**config.mk**
```make
export PLATFORM = sky130hd
export DESIGN_NAME = char_lcd_nibble_sequencer
export DESIGN_NICKNAME = d
export VERILOG_FILES = /design/src/rtl/core/clns_pkg.sv /design/src/rtl/core/clns_ctrl.sv /design/src/rtl/core/clns_dp.sv /design/src/rtl/core/char_lcd_nibble_sequencer.sv
export SDC_FILE = /design/constraint.sdc
export NUM_CORES = 1
export LEC_CHECK = 0
export ABC_AREA = 1
export BUFFER_PORTS_ARGS = -buffer_cell sky130_fd_sc_hd__buf_4
export CORE_UTILIZATION = 60
export DETAILED_ROUTE_END_ITERATION = 6
export PLACE_DENSITY_LB_ADDON = 0.2
export SLEW_MARGIN = 20
export SYNTH_ARGS = -nofsm -noshare
export SYNTH_HDL_FRONTEND = slang
export SYNTH_HIERARCHICAL = 1
export SYNTH_SLANG_ARGS = --single-unit
export TNS_END_PERCENT = 20
```
**constraint.sdc**
```tcl
create_clock -name clk -period 9.4 [get_ports clk]
set_input_delay 1.88 -clock clk [delete_from_list [all_inputs] [get_ports clk]]
set_output_delay 1.88 -clock clk [all_outputs]
set_load 0.05 [all_outputs]
```
**src/rtl/core/clns_pkg.sv**
```systemverilog
// Shared types and constants for the character LCD nibble sequencer.
package clns_pkg;

  localparam int BitHoldW = 10;
  localparam int LongWaitW = 16;
  localparam int FuncWaitW = 10;
  localparam int ClearWaitW = 12;
  localparam int CfgDataW = 16;
  localparam int CfgIndexW = 3;
  localparam int HoldW = 17;
  localparam int PinW = 7;
  localparam int InitBytes = 6;
  localparam int WakeNibbles = 4;

  // request command codes
  localparam logic [1:0] CMD_INSTR = 2'd0;
  localparam logic [1:0] CMD_DATA  = 2'd1;
  localparam logic [1:0] CMD_INIT  = 2'd2;

  // configuration register indexes
  localparam logic [CfgIndexW-1:0] REG_BIT_HOLD   = 3'd0;
  localparam logic [CfgIndexW-1:0] REG_POWER_ON   = 3'd1;
  localparam logic [CfgIndexW-1:0] REG_INIT_STEP  = 3'd2;
  localparam logic [CfgIndexW-1:0] REG_FUNC_SET   = 3'd3;
  localparam logic [CfgIndexW-1:0] REG_CLEAR_WAIT = 3'd4;

  // LCD instruction bytes used during init
  localparam logic [7:0] LCD_FUNC_SET8 = 8'h38;
  localparam logic [7:0] LCD_FUNC_SET4 = 8'h28;
  localparam logic [7:0] LCD_DISP_OFF  = 8'h08;
  localparam logic [7:0] LCD_CLR_DISP  = 8'h01;
  localparam logic [7:0] LCD_DISP_ON   = 8'h0c;
  localparam logic [7:0] LCD_ENTRY     = 8'h06;
  localparam logic [7:0] LCD_ADDR0     = 8'h80;

  typedef enum logic [1:0] {
    KIND_POWER,
    KIND_WAKE,
    KIND_BYTE
  } word_kind_t;

  typedef enum logic [1:0] {
    PH_SETUP,
    PH_STROBE,
    PH_HOLD
  } phase_t;

  typedef struct packed {
    logic [1:0]  command;
    logic [7:0]  byte_value;
    logic [15:0] extra_wait_us;
  } req_t;

  typedef struct packed {
    logic [PinW-1:0]  pin_word;
    logic [HoldW-1:0] hold_us;
    logic             last;
  } pin_t;

  typedef struct packed {
    logic       load;
    logic       emit;
    word_kind_t kind;
    phase_t     phase;
    logic       high;
    logic       init;
    logic [1:0] wake_idx;
    logic [2:0] byte_idx;
    logic       last;
  } ctl_t;

  typedef struct packed {
    logic out_ready;
  } sts_t;

endpackage

```
**src/rtl/core/clns_ctrl.sv**
```systemverilog
// Sequencing state machine: walks words, nibbles and init steps.
module clns_ctrl (
  input  logic            clk,
  input  logic            rst,
  input  logic            cmd_valid,
  input  logic [1:0]      cmd_code,
  output logic            cmd_stall,
  input  clns_pkg::sts_t  sts,
  output clns_pkg::ctl_t  ctl
);
  import clns_pkg::*;

  typedef enum logic [1:0] {
    S_IDLE,
    S_POWER,
    S_WAKE,
    S_BYTE
  } state_t;

  state_t     state;
  phase_t     phase;
  logic       high;
  logic       init;
  logic [1:0] wake_idx;
  logic [2:0] byte_idx;
  logic       accept;
  logic       advance;
  logic       last_word;
  phase_t     phase_next;

  localparam logic [2:0] LastInitByte = 3'(InitBytes - 1);
  localparam logic [1:0] LastWake = 2'(WakeNibbles - 1);

  always_comb begin
    unique case (phase)
      PH_SETUP:  phase_next = PH_STROBE;
      PH_STROBE: phase_next = PH_HOLD;
      default:   phase_next = PH_SETUP;
    endcase
  end

  assign last_word = (state == S_BYTE) && !high && (phase == PH_HOLD) &&
                     (!init || (byte_idx == LastInitByte));
  // next request may enter in the cycle the final word leaves
  assign cmd_stall = !((state == S_IDLE) || (last_word && sts.out_ready));
  assign accept = cmd_valid && !cmd_stall;
  assign advance = (state != S_IDLE) && sts.out_ready;

  always_comb begin
    ctl.load = accept;
    ctl.emit = (state != S_IDLE);
    unique case (state)
      S_POWER: ctl.kind = KIND_POWER;
      S_WAKE:  ctl.kind = KIND_WAKE;
      default: ctl.kind = KIND_BYTE;
    endcase
    ctl.phase = phase;
    ctl.high = high;
    ctl.init = init;
    ctl.wake_idx = wake_idx;
    ctl.byte_idx = byte_idx;
    ctl.last = last_word;
  end

  always_ff @(posedge clk) begin
    if (rst) begin
      state <= S_IDLE;
      phase <= PH_SETUP;
      high <= 1'b1;
      init <= 1'b0;
      wake_idx <= '0;
      byte_idx <= '0;
    end else if (accept) begin
      phase <= PH_SETUP;
      high <= 1'b1;
      wake_idx <= '0;
      byte_idx <= '0;
      unique case (cmd_code)
        CMD_INSTR, CMD_DATA: begin
          state <= S_BYTE;
          init <= 1'b0;
        end
        CMD_INIT: begin
          state <= S_POWER;
          init <= 1'b1;
        end
        default: state <= S_IDLE;
      endcase
    end else if (advance) begin
      unique case (state)
        S_POWER: begin
          state <= S_WAKE;
          phase <= PH_SETUP;
          wake_idx <= '0;
        end
        S_WAKE: begin
          phase <= phase_next;
          if (phase == PH_HOLD) begin
            if (wake_idx == LastWake) begin
              state <= S_BYTE;
              high <= 1'b1;
              byte_idx <= '0;
            end else begin
              wake_idx <= wake_idx + 2'd1;
            end
          end
        end
        S_BYTE: begin
          phase <= phase_next;
          if (phase == PH_HOLD) begin
            if (high) begin
              high <= 1'b0;
            end else if (init && (byte_idx != LastInitByte)) begin
              byte_idx <= byte_idx + 3'd1;
              high <= 1'b1;
            end else begin
              state <= S_IDLE;
            end
          end
        end
        default: state <= S_IDLE;
      endcase
    end
  end

endmodule

```
**src/rtl/core/clns_dp.sv**
```systemverilog
// Datapath: config registers, request latch, pin word build, output register.
module clns_dp (
  input  logic                           clk,
  input  logic                           rst,
  input  logic                           cfg_we,
  input  logic [clns_pkg::CfgIndexW-1:0] cfg_index,
  input  logic [clns_pkg::CfgDataW-1:0]  cfg_data,
  input  clns_pkg::req_t                 req,
  input  clns_pkg::ctl_t                 ctl,
  output clns_pkg::sts_t                 sts,
  output logic                           pin_valid,
  input  logic                           pin_stall,
  output clns_pkg::pin_t                 pin
);
  import clns_pkg::*;

  logic [BitHoldW-1:0]   bit_hold;
  logic [LongWaitW-1:0]  power_on_wait;
  logic [LongWaitW-1:0]  init_step_wait;
  logic [FuncWaitW-1:0]  func_set_wait;
  logic [ClearWaitW-1:0] clear_wait;
  req_t                  req_r;
  logic [7:0]            cur_byte;
  logic [3:0]            nib;
  logic                  rs;
  logic [15:0]           extra;
  logic [15:0]           init_extra;
  pin_t                  word_next;
  logic                  out_ready;

  always_ff @(posedge clk) begin
    if (rst) begin
      bit_hold <= 10'd41;
      power_on_wait <= 16'd15000;
      init_step_wait <= 16'd50000;
      func_set_wait <= 10'd50;
      clear_wait <= 12'd1640;
    end else if (cfg_we) begin
      unique case (cfg_index)
        REG_BIT_HOLD:   bit_hold <= cfg_data[BitHoldW-1:0];
        REG_POWER_ON:   power_on_wait <= cfg_data;
        REG_INIT_STEP:  init_step_wait <= cfg_data;
        REG_FUNC_SET:   func_set_wait <= cfg_data[FuncWaitW-1:0];
        REG_CLEAR_WAIT: clear_wait <= cfg_data[ClearWaitW-1:0];
        default: ;
      endcase
    end
  end

  always_ff @(posedge clk) begin
    if (ctl.load) begin
      req_r <= req;
    end
  end

  // init byte sequence and the extra wait each one ends with
  always_comb begin
    unique case (ctl.byte_idx)
      3'd0: begin
        cur_byte = LCD_FUNC_SET4;
        init_extra = 16'(func_set_wait);
      end
      3'd1: begin
        cur_byte = LCD_DISP_OFF;
        init_extra = '0;
      end
      3'd2: begin
        cur_byte = LCD_CLR_DISP;
        init_extra = 16'(clear_wait);
      end
      3'd3: begin
        cur_byte = LCD_DISP_ON;
        init_extra = '0;
      end
      3'd4: begin
        cur_byte = LCD_ENTRY;
        init_extra = '0;
      end
      default: begin
        cur_byte = LCD_ADDR0;
        init_extra = '0;
      end
    endcase
    if (!ctl.init) begin
      cur_byte = req_r.byte_value;
    end
  end

  always_comb begin
    rs = !ctl.init && (req_r.command == CMD_DATA);
    extra = '0;
    if (ctl.kind == KIND_WAKE) begin
      nib = (ctl.wake_idx == 2'(WakeNibbles - 1)) ? LCD_FUNC_SET4[7:4] : LCD_FUNC_SET8[7:4];
      if (ctl.phase == PH_HOLD) extra = init_step_wait;
    end else begin
      nib = ctl.high ? cur_byte[7:4] : cur_byte[3:0];
      if (ctl.phase == PH_HOLD && !ctl.high) begin
        extra = ctl.init ? init_extra : req_r.extra_wait_us;
      end
    end

    if (ctl.kind == KIND_POWER) begin
      word_next.pin_word = '0;
      word_next.hold_us = HoldW'(power_on_wait);
    end else begin
      word_next.pin_word = {ctl.phase == PH_STROBE, rs, 1'b0, nib};
      word_next.hold_us = HoldW'(bit_hold) + HoldW'(extra);
    end
    word_next.last = ctl.last;
  end

  assign out_ready = !pin_valid || !pin_stall;
  assign sts.out_ready = out_ready;

  always_ff @(posedge clk) begin
    if (rst) begin
      pin_valid <= 1'b0;
    end else if (out_ready) begin
      pin_valid <= ctl.emit;
    end
  end

  always_ff @(posedge clk) begin
    if (out_ready && ctl.emit) begin
      pin <= word_next;
    end
  end

endmodule

```
**src/rtl/core/char_lcd_nibble_sequencer.sv**
```systemverilog
// Top level of the character LCD 4-bit nibble sequencer.
//
// Request channel (cmd_valid/cmd_stall/cmd): one command per request:
// instruction byte, data byte, or the init sequence. Result channel
// (pin_valid/pin_stall/pin): one 7-bit pin word per item with its hold time
// in microseconds; last marks the final word of a request.
// Config port: cfg_we writes cfg_data into register cfg_index, no wait.
// A taken request is first registered in the sequencer state; the first pin
// word then enters the output register. A byte request yields 6 words, one
// per cycle while the result side does not stall; init yields 49 words. The
// request side is stalled while a command is being walked; the next request
// is taken in the cycle its predecessor's final word enters the output
// register. One word is produced per cycle by the sequencer state machine
// while the result side does not stall.
// A stall on the result side freezes the output register and the sequencer.
// Reset clears the sequencer and output valid and loads the config defaults.
module char_lcd_nibble_sequencer (
  input  logic                           clk,
  input  logic                           rst,
  input  logic                           cfg_we,
  input  logic [clns_pkg::CfgIndexW-1:0] cfg_index,
  input  logic [clns_pkg::CfgDataW-1:0]  cfg_data,
  input  logic                           cmd_valid,
  output logic                           cmd_stall,
  input  clns_pkg::req_t                 cmd,
  output logic                           pin_valid,
  input  logic                           pin_stall,
  output clns_pkg::pin_t                 pin
);
  import clns_pkg::*;

  ctl_t ctl;
  sts_t sts;

  clns_ctrl u_ctrl (
    .clk      (clk),
    .rst      (rst),
    .cmd_valid(cmd_valid),
    .cmd_code (cmd.command),
    .cmd_stall(cmd_stall),
    .sts      (sts),
    .ctl      (ctl)
  );

  clns_dp u_dp (
    .clk      (clk),
    .rst      (rst),
    .cfg_we   (cfg_we),
    .cfg_index(cfg_index),
    .cfg_data (cfg_data),
    .req      (cmd),
    .ctl      (ctl),
    .sts      (sts),
    .pin_valid(pin_valid),
    .pin_stall(pin_stall),
    .pin      (pin)
  );

  a_last_lands: assert property (@(posedge clk) disable iff (rst)
    (ctl.last && sts.out_ready) |=> (pin_valid && pin.last))
    else $error("final word did not reach output register");

  a_init_starts_idle: assert property (@(posedge clk) disable iff (rst)
    (cmd_valid && !cmd_stall && cmd.command == CMD_INIT) |=>
    (ctl.emit && ctl.kind == KIND_POWER))
    else $error("init request did not start with power-on word");

  a_last_enable_low: assert property (@(posedge clk) disable iff (rst)
    (pin_valid && pin.last) |-> !pin.pin_word[6])
    else $error("final word has enable high");

endmodule
```
==> out/qor.csv <==
metric,value,unit
Final Hold Viols,0,
RSZ-0062 raised after global routing,false,
Pre-antenna DRT Iters,5,
"Seq/Total Area, Yosys",0.496,
endpoints failing setup,0,
Worst Setup EP,cmd_stall,
outcome,"complete, no violations",
MaxCap Viol Count,0,
Crit Path Category,in2out,
fin crit period,4.48,ns
final slew viol count,0,
initial detailed-routing violation count,425,
worst r2r path cells,16,
syn_nets,805,
crit end category,output pin,
# Post-CTS Setup Buffers,0,
Root Driver,clkbuf_8,
maximum number of pins on one net before global-route repair,65,
Die Wd,103,um
layout cell share with drive strength beyond 1,0.187,
pre-CTS setup slack,4.95,ns
CP Launch Point,pin_stall,
vias after detailed routing,5213,
hold buffer count at CTS,0,
Worst VDD drop,0.139,mV
Leak,3.26,nW
vias in the first global route,4774,
Hold Path Class,reg2reg,
Post-CTS Resized,0,
DRC viols,0,
Synth area leaders,"dfxtp_1 (25%), edfxtp_1 (25%), nand2_1 (11%), nor2_1 (5.4%), o21ai_0 (5.3%)",
Starting Density,0.621,
Boundary Pins,77,
grt total ovfl,0,
Final HPWL DP,9.74,mm
clk_skew,0.00892,ns
slew at the pin with the worst max-slew slack,0.988,ns
Mapped Area,6090,um2
RD Place Congestion,0.889,
CTS Buf Count,17,
core area,9820,um2
fin crit share,0.476,
Yosys reg bits,126,
Worst R2R Start,u_ctrl/state[0],
"count leader, synth",nand2_1,
Worst slew margin,0.341,
Final TNS setup,0,ns
Via density,5.46,
number of synthesized flops with an enable pin,50,
Post-Syn Area per Cell,8.28,um2
H-tree depth,4,
area delta synth->final,20.9,%
Critical Path Fanout Max,5,
endpoint of the worst register-to-register path,u_dp/pin[15],
initial antenna violation count,0,
fmax,0.223,GHz
Global Route Usage Sum,0.284,
CTS tree,yes,
clk sinks,126,
"Top FF cell, synth",dfxtp_1,
first-pass GRT wire length,22.5,mm
top post-synthesis cells by count,"nand2_1 (177), nor2_1 (88), dfxtp_1 (76)",
IO buf count,75,
Post-DRT Antenna Nets,0,
reg2reg setup slack,6.04,ns
wire per inst,14.5,um
DRT Wirelength,13.8,mm
Syn Inst Count,736,
arrival time at the worst endpoint,2.60,ns
Ant. Diodes,0,
PwrDens,211,nW/um2
die height,103,um
# rows,36,
Netlist cell types,47,
CP Launch Type,input pin,
clk_lat worst skew,0.52,ns
die area,10600,um2
Yosys top cell by area,dfxtp_1,
final setup margin,4.92,ns
top cell type's share of synthesized area,0.250,
Syn. warnings,6,
fraction of registers with async set/reset,0,
clock buffer depth,2,
Critical Path RT,7.52,ns
Worst-path clk slew,0.06,ns
Final Net Count,878,
power breakdown:
part	total [mW]	internal [mW]	switching, mW	leakage (nW)
logic	0.240	0.0699	0.171	1.87
registers	0.636	0.621	0.0155	1.10
clock network	0.682	0.436	0.246	0.298
per-layer routing:
layer,part of all wire,global-route usage,up-vias
met4,0.0078,0.0964,0
met3,0.074,0.0658,15
met2,0.47,0.446,217
li1,-,-,2572
met1,0.45,0.387,2409
met5,0,0,-
cell type report:
type,count,area (um2)
sequential,126,3020
multi-input combinational,515,2690
fill,693,2450
timing repair buffer,80,601
clock buffer,18,418
inverter,69,262
clock inverter,14,208
tap,133,166
per-stage QoR:
stage / power [mW] / util / hold WS, ns / instance area [um2] / cells
4_1_cts: 1.57 / 0.751 / 0.451 / 7370 / 955
2_1_floorplan: 0.806 / - / 0.425 / 6090 / 736
3_3_place_gp: 0.880 / 0.687 / 0.434 / 6750 / 923
6_report: 1.56 / 0.751 / 0.452 / 7370 / 955
5_1_grt: 1.62 / 0.751 / 0.476 / 7370 / 955
3_5_place_dp: 0.884 / 0.687 / 0.443 / 6750 / 923
worst max-delay path, cell delays in order:
cell     delay, ns
buf_4         0.12
nand2_1       0.10
nand4_1       0.12
nand2_2       0.13
inv_1         0.06
buf_4         0.18
how the worst min path moves through the flow:
stage | endpoint | depth (start not counted) | startpoint | slack, ns
global route | u_dp/power_on_wait[3] | 2 | u_dp/power_on_wait[3] | 0.48
global placement | u_dp/func_set_wait[0] | 2 | u_dp/func_set_wait[0] | 0.43
finish | u_dp/func_set_wait[0] | 2 | u_dp/func_set_wait[0] | 0.45
detailed placement | u_dp/func_set_wait[6] | 2 | u_dp/func_set_wait[6] | 0.44
floorplan | u_dp/func_set_wait[7] | 2 | u_dp/func_set_wait[7] | 0.42
CTS | u_dp/func_set_wait[6] | 2 | u_dp/func_set_wait[6] | 0.45
cell usage in the layout (no fill, tap or decap), types with 3 or more instances in the layout:
cell       netlist  layout
nand2_1        177     177
nor2_1          88      88
buf_4            5      80
dfxtp_1         76      76
o21ai_0         64      64
inv_1           58      58
nand3_1         55      55
edfxtp_1        50      50
a21oi_1         28      27
ha_1            18      18
clkbuf_16        0      16
mux2i_1          9       9
inv_2            7       7
nand2_2          7       7
nor2_2           6       6
o21ai_1          6       6
xnor2_1          6       6
nand4_1          5       5
nor2_4           5       5
nand2_4          5       5
nor3_1           5       5
clkinv_4         0       4
bufinv_16        0       4
inv_6            0       3
a22o_1           3       3
o21bai_1         3       3
a31oi_1          3       3
flip-flops by register name, summed over array words and instances, names as in the netlist:
signal and count:
u_dp/clear_wait 12, u_ctrl/init 1, u_ctrl/phase 2, u_dp/bit_hold 10
u_ctrl/high 1, u_ctrl/wake_idx 2, u_dp/func_set_wait 10, u_dp/pin_valid 1
u_dp/pin 24, u_dp/req_r 26, u_ctrl/state 2, u_dp/power_on_wait 16
u_ctrl/byte_idx 3, u_dp/init_step_wait 16
cell families (layout without fill, tap and decap cells):
kind of cell,count (synthesis),in the layout,synth area share
compound gates,116,116,0.104
xor+xnor,7,7,0.0101
fa+ha+maj,19,19,0.0402
buf+inv,95,181,0.0626
flops,126,126,0.496
mux,9,9,0.0148
other cells,1,1,0.000615
simple gates,363,363,0.271
Power figures use the tool's default switching activity.
